==> src/hdl/oil_pkg.sv <==
`timescale 1ns / 1ps
// ----------------------------------------------------------------------------
// oil_pkg: shared types and constants for the ordered index list
// Action codes, field widths, controller states and the per-cell command.
// ----------------------------------------------------------------------------
package oil_pkg;

  localparam int VALUE_W  = 16;
  localparam int POS_W    = 10;
  localparam int RESULT_W = 17;
  localparam int COUNT_W  = 11;
  localparam int ACTION_W = 3;

  // Cells are gathered in groups of this size before the final reduction.
  localparam int GROUP_SIZE = 8;
  localparam int GROUP_W    = 3;

  localparam logic signed [RESULT_W-1:0] RESULT_NONE = '1;

  typedef enum logic [ACTION_W-1:0] {
    ACT_ADD        = 3'd0,
    ACT_REMOVE_ALL = 3'd1,
    ACT_REMOVE_AT  = 3'd2,
    ACT_READ_AT    = 3'd3,
    ACT_FIND       = 3'd4
  } action_t;

  typedef enum logic [1:0] {
    ST_IDLE,
    ST_GATHER,
    ST_RESOLVE,
    ST_PEND
  } state_t;

  typedef struct packed {
    logic push;  // every cell takes its left neighbor's entry
    logic pull;  // cells at or after the kill index take their right neighbor's entry
  } cell_cmd_t;

endpackage

==> src/hdl/ordered_index_list.sv <==
`timescale 1ns / 1ps
// ----------------------------------------------------------------------------
// ordered_index_list: bounded list of index values, newest at position 0
// A row of shifting cells holds the entries; a controller sequences each
// transaction through a gather cycle and a resolve cycle.
// ----------------------------------------------------------------------------
// An accepted transaction is registered, then the gather cycle registers the group stage
// of the match tree, and the resolve cycle registers the result, or holds it in the pending
// registers while out_stall is set. Remove-all repeats gather and resolve until no match
// is left, as the cell row closes one gap per pass. A new transaction may be accepted in
// the resolve cycle that ends the last one if the output is free. Reset clears the entry
// count and control state; cells are not cleared and are never read at or above the count.
module ordered_index_list
  import oil_pkg::*;
#(
  parameter int CAPACITY = 64
) (
  input  logic                       clk,
  input  logic                       rst_n,

  input  logic                       in_valid,
  output logic                       in_stall,
  input  logic [ACTION_W-1:0]        in_action,
  input  logic [VALUE_W-1:0]         in_value,
  input  logic [POS_W-1:0]           in_position,

  output logic                       out_valid,
  input  logic                       out_stall,
  output logic signed [RESULT_W-1:0] out_result_value,
  output logic                       out_found,
  output logic [COUNT_W-1:0]         out_entry_count,
  output logic                       out_overflow
);

  localparam int IDX_W = $clog2(CAPACITY);
  localparam int CNT_W = $clog2(CAPACITY + 1);
  localparam logic [CNT_W-1:0] FULL_COUNT = CNT_W'(CAPACITY);

  state_t state_r, state_nxt;
  logic [CNT_W-1:0] count_r, count_nxt;

  logic [ACTION_W-1:0] action_r;
  logic [VALUE_W-1:0]  value_r;
  logic [POS_W-1:0]    pos_r;

  logic                       out_valid_r, out_valid_nxt;
  logic signed [RESULT_W-1:0] out_result_value_r;
  logic                       out_found_r;
  logic [COUNT_W-1:0]         out_entry_count_r;
  logic                       out_overflow_r;

  logic                       pend_load;
  logic signed [RESULT_W-1:0] pend_result_value_r;
  logic                       pend_found_r;
  logic [COUNT_W-1:0]         pend_entry_count_r;
  logic                       pend_overflow_r;

  logic                       res_load;
  logic signed [RESULT_W-1:0] res_value;
  logic                       res_found;
  logic                       res_overflow;
  logic                       more;
  logic                       finishing;
  logic                       out_free;
  logic                       in_accept;
  logic                       pos_ok;

  cell_cmd_t        cmd;
  logic [IDX_W-1:0] kill_idx;

  logic [VALUE_W-1:0] cell_data  [CAPACITY];
  logic               cell_match [CAPACITY];
  logic               cell_sel   [CAPACITY];

  logic               any_match;
  logic [IDX_W-1:0]   first_idx;
  logic [VALUE_W-1:0] sel_data;

  // ---------------------------------------------------------------- cell row
  genvar i;
  generate
    for (i = 0; i < CAPACITY; i++) begin : g_cell
      logic [VALUE_W-1:0] left_d;
      logic [VALUE_W-1:0] right_d;

      if (i == 0) begin : g_head
        assign left_d = value_r;
      end else begin : g_body
        assign left_d = cell_data[i-1];
      end

      if (i == CAPACITY - 1) begin : g_tail
        assign right_d = '0;
      end else begin : g_next
        assign right_d = cell_data[i+1];
      end

      oil_cell #(
        .IDX_W (IDX_W),
        .CNT_W (CNT_W),
        .INDEX (i)
      ) u_cell (
        .clk        (clk),
        .cmd        (cmd),
        .kill_idx   (kill_idx),
        .key        (value_r),
        .sel_pos    (pos_r[IDX_W-1:0]),
        .count      (count_r),
        .left_data  (left_d),
        .right_data (right_d),
        .data_o     (cell_data[i]),
        .match_o    (cell_match[i]),
        .sel_o      (cell_sel[i])
      );
    end
  endgenerate

  oil_gather #(
    .CAPACITY (CAPACITY),
    .IDX_W    (IDX_W)
  ) u_gather (
    .clk        (clk),
    .cell_data  (cell_data),
    .cell_match (cell_match),
    .cell_sel   (cell_sel),
    .any_match  (any_match),
    .first_idx  (first_idx),
    .sel_data   (sel_data)
  );

  // ------------------------------------------------------------- resolution
  assign pos_ok   = {1'b0, pos_r} < COUNT_W'(count_r);
  assign out_free = !out_valid_r || !out_stall;

  always_comb begin
    cmd          = '0;
    kill_idx     = '0;
    count_nxt    = count_r;
    res_value    = RESULT_NONE;
    res_found    = 1'b0;
    res_overflow = 1'b0;
    more         = 1'b0;
    if (state_r == ST_RESOLVE) begin
      unique case (action_r)
        ACT_ADD: begin
          if (count_r == FULL_COUNT) begin
            res_overflow = 1'b1;
          end else begin
            cmd.push  = 1'b1;
            count_nxt = count_r + CNT_W'(1);
          end
        end
        ACT_REMOVE_ALL: begin
          // Each pass deletes the lowest match; the loop ends when none is left.
          if (any_match) begin
            cmd.pull  = 1'b1;
            kill_idx  = first_idx;
            count_nxt = count_r - CNT_W'(1);
            more      = 1'b1;
          end
        end
        ACT_REMOVE_AT: begin
          if (pos_ok) begin
            res_value = $signed({1'b0, sel_data});
            res_found = 1'b1;
            cmd.pull  = 1'b1;
            kill_idx  = pos_r[IDX_W-1:0];
            count_nxt = count_r - CNT_W'(1);
          end
        end
        ACT_READ_AT: begin
          if (pos_ok) begin
            res_value = $signed({1'b0, sel_data});
            res_found = 1'b1;
          end
        end
        ACT_FIND: begin
          if (any_match) begin
            res_value = $signed({1'b0, value_r});
            res_found = 1'b1;
          end
        end
        default: begin
        end
      endcase
    end
  end

  assign finishing = (state_r == ST_RESOLVE) && !more;
  assign res_load  = finishing && out_free;
  assign pend_load = finishing && !out_free;

  assign in_stall  = !((state_r == ST_IDLE) || res_load);
  assign in_accept = in_valid && !in_stall;

  // ------------------------------------------------------------ controller
  always_comb begin
    state_nxt     = state_r;
    out_valid_nxt = out_valid_r;
    if (out_valid_r && !out_stall) begin
      out_valid_nxt = 1'b0;
    end
    unique case (state_r)
      ST_IDLE: begin
        if (in_accept) begin
          state_nxt = ST_GATHER;
        end
      end
      ST_GATHER: begin
        state_nxt = ST_RESOLVE;
      end
      ST_RESOLVE: begin
        priority if (more) begin
          state_nxt = ST_GATHER;
        end else if (out_free) begin
          out_valid_nxt = 1'b1;
          state_nxt     = in_accept ? ST_GATHER : ST_IDLE;
        end else begin
          state_nxt = ST_PEND;
        end
      end
      ST_PEND: begin
        if (out_free) begin
          out_valid_nxt = 1'b1;
          state_nxt     = ST_IDLE;
        end
      end
      default: begin
        state_nxt = ST_IDLE;
      end
    endcase
  end

  always_ff @(posedge clk) begin
    if (!rst_n) begin
      state_r     <= ST_IDLE;
      count_r     <= '0;
      out_valid_r <= 1'b0;
    end else begin
      state_r     <= state_nxt;
      count_r     <= count_nxt;
      out_valid_r <= out_valid_nxt;
    end
  end

  always_ff @(posedge clk) begin
    if (in_accept) begin
      action_r <= in_action;
      value_r  <= in_value;
      pos_r    <= in_position;
    end
    if (pend_load) begin
      pend_result_value_r <= res_value;
      pend_found_r        <= res_found;
      pend_entry_count_r  <= COUNT_W'(count_nxt);
      pend_overflow_r     <= res_overflow;
    end
    if (res_load) begin
      out_result_value_r <= res_value;
      out_found_r        <= res_found;
      out_entry_count_r  <= COUNT_W'(count_nxt);
      out_overflow_r     <= res_overflow;
    end else if ((state_r == ST_PEND) && out_free) begin
      out_result_value_r <= pend_result_value_r;
      out_found_r        <= pend_found_r;
      out_entry_count_r  <= pend_entry_count_r;
      out_overflow_r     <= pend_overflow_r;
    end
  end

  assign out_valid        = out_valid_r;
  assign out_result_value = out_result_value_r;
  assign out_found        = out_found_r;
  assign out_entry_count  = out_entry_count_r;
  assign out_overflow     = out_overflow_r;

  // ------------------------------------------------------------ assertions
  a_count_bound: assert property (@(posedge clk) disable iff (!rst_n)
    count_r <= FULL_COUNT)
    else $error("entry count exceeds capacity");

  a_count_quiet: assert property (@(posedge clk) disable iff (!rst_n)
    (state_r != ST_RESOLVE) |=> $stable(count_r))
    else $error("entry count changed outside the resolve cycle");

  a_accept_gathers: assert property (@(posedge clk) disable iff (!rst_n)
    in_accept |=> (state_r == ST_GATHER))
    else $error("accepted transaction did not enter the gather cycle");

  a_overflow_full: assert property (@(posedge clk) disable iff (!rst_n)
    (out_valid_r && out_overflow_r) |-> (out_entry_count_r == COUNT_W'(CAPACITY)))
    else $error("overflow reported on a list that is not full");

  a_absent_none: assert property (@(posedge clk) disable iff (!rst_n)
    (out_valid_r && !out_found_r) |-> (out_result_value_r == RESULT_NONE))
    else $error("result value set without a found entry");

endmodule

==> src/hdl/oil_cell.sv <==
`timescale 1ns / 1ps
// ----------------------------------------------------------------------------
// oil_cell: one list slot
// Holds one entry, compares it against the key and position, and shifts
// toward either neighbor on command.
// ----------------------------------------------------------------------------
module oil_cell
  import oil_pkg::*;
#(
  parameter int IDX_W = 6,
  parameter int CNT_W = 7,
  parameter int INDEX = 0
) (
  input  logic               clk,
  input  cell_cmd_t          cmd,
  input  logic [IDX_W-1:0]   kill_idx,
  input  logic [VALUE_W-1:0] key,
  input  logic [IDX_W-1:0]   sel_pos,
  input  logic [CNT_W-1:0]   count,
  input  logic [VALUE_W-1:0] left_data,
  input  logic [VALUE_W-1:0] right_data,
  output logic [VALUE_W-1:0] data_o,
  output logic               match_o,
  output logic               sel_o
);

  localparam logic [CNT_W-1:0] INDEX_CNT = CNT_W'(INDEX);
  localparam logic [IDX_W-1:0] INDEX_IDX = IDX_W'(INDEX);

  logic [VALUE_W-1:0] data_r;
  logic [VALUE_W-1:0] data_nxt;
  logic               live;

  assign live    = INDEX_CNT < count;
  assign match_o = live && (data_r == key);
  assign sel_o   = (INDEX_IDX == sel_pos);
  assign data_o  = data_r;

  always_comb begin
    data_nxt = data_r;
    priority if (cmd.push) begin
      data_nxt = left_data;
    end else if (cmd.pull && (INDEX_IDX >= kill_idx)) begin
      data_nxt = right_data;
    end else begin
      data_nxt = data_r;
    end
  end

  always_ff @(posedge clk) begin
    data_r <= data_nxt;
  end

endmodule

==> src/hdl/oil_gather.sv <==
`timescale 1ns / 1ps
// ----------------------------------------------------------------------------
// oil_gather: registered reduction over the cell row
// Finds the lowest matching cell and the entry at the selected position
// in two levels, with a register between the group and final stages.
// ----------------------------------------------------------------------------
module oil_gather
  import oil_pkg::*;
#(
  parameter int CAPACITY = 64,
  parameter int IDX_W    = 6
) (
  input  logic               clk,
  input  logic [VALUE_W-1:0] cell_data [CAPACITY],
  input  logic               cell_match [CAPACITY],
  input  logic               cell_sel [CAPACITY],
  output logic               any_match,
  output logic [IDX_W-1:0]   first_idx,
  output logic [VALUE_W-1:0] sel_data
);

  localparam int NG  = (CAPACITY + GROUP_SIZE - 1) / GROUP_SIZE;
  localparam int PAD = NG * GROUP_SIZE;

  logic [VALUE_W-1:0] data_pad  [PAD];
  logic               match_pad [PAD];
  logic               sel_pad   [PAD];

  logic               grp_any_r   [NG];
  logic [GROUP_W-1:0] grp_first_r [NG];
  logic [VALUE_W-1:0] grp_data_r  [NG];

  logic               grp_any_nxt   [NG];
  logic [GROUP_W-1:0] grp_first_nxt [NG];
  logic [VALUE_W-1:0] grp_data_nxt  [NG];

  genvar p;
  generate
    for (p = 0; p < PAD; p++) begin : g_pad
      if (p < CAPACITY) begin : g_real
        assign data_pad[p]  = cell_data[p];
        assign match_pad[p] = cell_match[p];
        assign sel_pad[p]   = cell_sel[p];
      end else begin : g_fill
        assign data_pad[p]  = '0;
        assign match_pad[p] = 1'b0;
        assign sel_pad[p]   = 1'b0;
      end
    end
  endgenerate

  // Group stage: the scan runs downward so the lowest match in a group wins.
  always_comb begin
    for (int g = 0; g < NG; g++) begin
      grp_any_nxt[g]   = 1'b0;
      grp_first_nxt[g] = '0;
      grp_data_nxt[g]  = '0;
      for (int k = GROUP_SIZE - 1; k >= 0; k--) begin
        if (match_pad[g*GROUP_SIZE + k]) begin
          grp_any_nxt[g]   = 1'b1;
          grp_first_nxt[g] = GROUP_W'(k);
        end
        if (sel_pad[g*GROUP_SIZE + k]) begin
          grp_data_nxt[g] = grp_data_nxt[g] | data_pad[g*GROUP_SIZE + k];
        end
      end
    end
  end

  always_ff @(posedge clk) begin
    for (int g = 0; g < NG; g++) begin
      grp_any_r[g]   <= grp_any_nxt[g];
      grp_first_r[g] <= grp_first_nxt[g];
      grp_data_r[g]  <= grp_data_nxt[g];
    end
  end

  always_comb begin
    any_match = 1'b0;
    first_idx = '0;
    sel_data  = '0;
    for (int g = NG - 1; g >= 0; g--) begin
      if (grp_any_r[g]) begin
        any_match = 1'b1;
        first_idx = IDX_W'(g * GROUP_SIZE + int'(grp_first_r[g]));
      end
      sel_data = sel_data | grp_data_r[g];
    end
  end

endmodule
==> config.mk <==
export PLATFORM = sky130hd
export DESIGN_NAME = ordered_index_list
export DESIGN_NICKNAME = d
export VERILOG_FILES = /design/src/hdl/oil_pkg.sv /design/src/hdl/ordered_index_list.sv /design/src/hdl/oil_cell.sv /design/src/hdl/oil_gather.sv
export SDC_FILE = /design/constraint.sdc
export NUM_CORES = 2
export LEC_CHECK = 0
export BUFFER_PORTS_ARGS = -buffer_cell sky130_fd_sc_hd__buf_2
export CAP_MARGIN = 25
export CORE_UTILIZATION = 55
export CTS_BUF_LIST = sky130_fd_sc_hd__clkbuf_8
export DETAILED_ROUTE_END_ITERATION = 8
export PLACE_DENSITY_LB_ADDON = 0.2
export SLEW_MARGIN = 10
export SYNTH_ARGS = -nofsm -noshare
export SYNTH_HDL_FRONTEND = slang
export SYNTH_SLANG_ARGS = --single-unit
==> constraint.sdc <==
create_clock -name clk -period 7 [get_ports clk]
set_input_delay 1.4 -clock clk [delete_from_list [all_inputs] [get_ports clk]]
set_output_delay 1.4 -clock clk [all_outputs]
set_load 0.01 [all_outputs]
==> flow_summary.toml <==
[clocking]
htreeDepth = 4
cts-resized-gates = 0
cts_made_buffers = 212
insertion_delay_ns = 0.97
clkTransAtPathRegs_ns = 0.06
ctsLongestPathBuffers = 3
cts_tree = "done"
post_cts_buffers = 0
ctsHoldBuffers = 0
clockRootBuffer = "clkbuf_8"
numClockSinks = 1275

[die]
start_util = 0.556
fp.dieArea_sq_mm = 0.129
row_count = 130
io_pins = 65
die_x_um = 359
die_h_um = 359
core_sq_mm = 0.126

[detailed_routing]
ant_nets = 0
wl_per_cell_um = 27.3
drc = 0
vias_per_cell = 6.35
routed_wl_um = 255000
dr.pass1.iters = 8
num_vias = 59200
drtIter0Drc = 9820

[timing]
worst_pin_slew_ns = 1.38
hold_violations = 0
post-route-min-period_ns = 5.65
period_share = 0.807
rsz0062_at_grt = "no"
drv_slew = 0
clock_skew_ns = 0.0555
tns_ns = 0
slew_headroom = 0.0795
fmaxAchievable_mhz = 177
timing.hold.ws_ns = 0.521
setup_viol = 0

[logic_synthesis]
synthMuxAreaShare = 0.00370
synth_edf_count = 1105
ys_ff_latch = 1275
synth_top_family_by_area = "simple AND/OR/NAND/NOR gates"
yosysWarnings = 0
synth.distinct_cells = 88
syn_avg_cell_area_sq_um = 9.35
synth_xor_area_frac = 0.128
synth_ff_type = "edfxtp_1"
synth_compound_area_frac = 0.0808
ys_seq_area_frac = 0.522
synthArstFlopShare = 0
syn_area_sq_mm = 0.0701
synthAdderAreaFrac = 0.00161
synthSimpleGateAreaFrac = 0.232
postSynthCellCount = 7497

[cells_and_area]
fin_cells = 9322
drive_above_1_share = 0.0765
layout.nets = 7525
syn_to_final_growth_pct = 8.68

[critical_path]
r2r_end = "g_cell[42].u_cell.data_o[8]"
critPathRequiredTime_ns = 7.62
crit_path_start_kind = "flop"
r2r_start = "count_r[6]"
critPathMaxFanout = 27
ff2ff_path_depth = 9
reg2reg_slack_ns = 1.35
crit_arrival_ns = 6.27
crit_path_end_kind = "flop"
worstSetupPathType = "flop to flop"

[power_and_ir_drop]
p_leak_nw = 29.3
max-vdd-ir-drop_mv = 0.192
power_density_mw_per_mm2 = 216

[global_routing]
grt.overflow.total = 0
antenna_found_initial = 18
grt_max_degree = 258
grtUsageTotal = 0.384
grt_pass1_vias = 55800
grt_first_pass_wirelength_um = 371000

[hold_path]
hold_path.class = "flop to flop"
hold_depth = 1
hold-path-endpoint = "out_entry_count[5]"
hold_start = "pend_entry_count_r[5]"

[placed_design]
port_buffers = 60
dp.cells = 8906
place_congestion = 0.986
hpwl_um = 176000

[run]
cap_violations = 0

[status]
status = "finished, final reports clean"
[cell usage after synthesis, types with 10 or more instances]
library cell / instances / area (sq um)
nand2_1: 3106 / 11700
edfxtp_1: 1105 / 33200
xnor2_1: 531 / 4650
a22oi_1: 514 / 3860
xor2_1: 496 / 4340
nand4_1: 267 / 1670
buf_2: 235 / 1180
clkbuf_1: 225 / 845
nor4_1: 178 / 1110
dfxtp_1: 170 / 3400
nor2_1: 117 / 439
a21oi_1: 69 / 345
nand3_1: 60 / 300
o21ai_0: 59 / 295
and2_1: 32 / 200
inv_1: 29 / 109
nor3_1: 29 / 145
mux2_2: 23 / 259
a211o_1: 18 / 158
nor2b_1: 15 / 93.8
o2111ai_1: 15 / 131
nand2b_1: 13 / 81.3
nor3b_1: 13 / 97.6
or4_1: 12 / 90.1
a31oi_1: 11 / 68.8
o21a_1: 10 / 75.1
[layout by cell type (no fill, tap or decap), types with 10 or more instances in the layout]
cell       netlist  layout
a211o_1         18      18
a21oi_1         69      61
a21oi_2          2      10
a22oi_1        514     514
and2_1          32      32
buf_12           0      18
buf_2          235      66
buf_4            5     150
clkbuf_8         0     230
clkinv_1         0      39
clkinv_2         0      17
dfxtp_1        170     170
edfxtp_1      1105    1105
inv_1           29     115
mux2_2          23      23
nand2_1       3106    3106
nand2b_1        13      13
nand3_1         60      59
nand4_1        267     267
nor2_1         117     114
nor2b_1         15      14
nor3_1          29      28
nor3b_1         13      13
nor4_1         178     177
o2111ai_1       15      15
o21a_1          10      10
o21ai_0         59      46
o21ai_1          1      13
or4_1           12      12
xnor2_1        531     531
xor2_1         496     496
[metrics by stage]
stage / area [sq um] / power (W) / worst slack [ns] / util
after detailed placement: 71900 / 0.0101 / 1.55 / 0.571
after floorplan: 70100 / 0.00952 / 2.67 / -
after CTS: 76000 / 0.0164 / 1.54 / 0.603
after global routing: 76100 / 0.0168 / 1.18 / 0.604
final: 76100 / 0.0164 / 1.35 / 0.604
after global placement: 71800 / 0.0100 / 1.63 / 0.570
[logic make-up after synthesis]
kind of cell,Yosys count
simple gates,3881
flops,1275
xor+xnor,1027
compound gates,779
buf+inv,502
mux,23
fa+ha+maj,9
other cells,1
[area by class of cell]
cell class / instances / area [sq um]
antenna: 9 / 22.5
clock buffer: 230 / 3170
clock inverter: 164 / 876
fill: 11000 / 49900
inverter: 30 / 113
multi-input combinational: 5723 / 31400
sequential: 1275 / 36600
tap: 1650 / 2060
timing repair buffer: 241 / 1910
[registers in the layout, indices dropped and copies added (netlist names)]
signal / cells
u_gather.grp_first_r: 24
action_r: 3
pend_overflow_r: 1
g_cell.u_cell.data_o: 1024
pend_entry_count_r: 7
out_valid: 1
g_cell.left_d: 16
count_r: 7
out_overflow: 1
out_result_value: 17
pend_found_r: 1
u_gather.grp_any_r: 8
state_r: 2
out_found: 1
pos_r: 10
pend_result_value_r: 17
out_entry_count: 7
u_gather.grp_data_r: 128
[report_power, final]
group	switching, W	total [W]	leakage (nW)	internal, W
Sequential	0.000185	0.00857	11.3	0.00838
Combinational	0.000943	0.00140	15.6	0.000456
Clock	0.00325	0.00646	2.37	0.00321
[worst max-delay path by stage]
stage | start | end | cells after the start
2_1_floorplan | count_r[3] | g_cell[46].u_cell.data_o[0] | 11
5_1_grt | count_r[4] | g_cell[42].u_cell.data_o[15] | 11
6_report | count_r[6] | g_cell[42].u_cell.data_o[8] | 9
3_5_place_dp | count_r[4] | g_cell[42].u_cell.data_o[14] | 11
4_1_cts | count_r[4] | g_cell[42].u_cell.data_o[5] | 11
3_3_place_gp | count_r[4] | g_cell[46].u_cell.data_o[10] | 11
[per-layer routing]
metal | vias up | share of wire | GRT usage
li1 | 25900 | - | -
met1 | 28500 | 0.39 | 0.526
met2 | 4094 | 0.44 | 0.573
met3 | 685 | 0.11 | 0.0832
met4 | 22 | 0.057 | 0.202
met5 | - | 0.00054 | 0
[critical path, cell delays in order (launching register included)]
cell	delay (ns)
dfxtp_1	0.85
inv_1	0.35
ha_1	0.28
or4_4	0.55
o21ai_1	0.40
nand3_2	0.68
inv_2	0.71
nand2_1	0.66
o21ai_1	0.46
buf_4	0.34
Power figures use the tool's default switching activity.
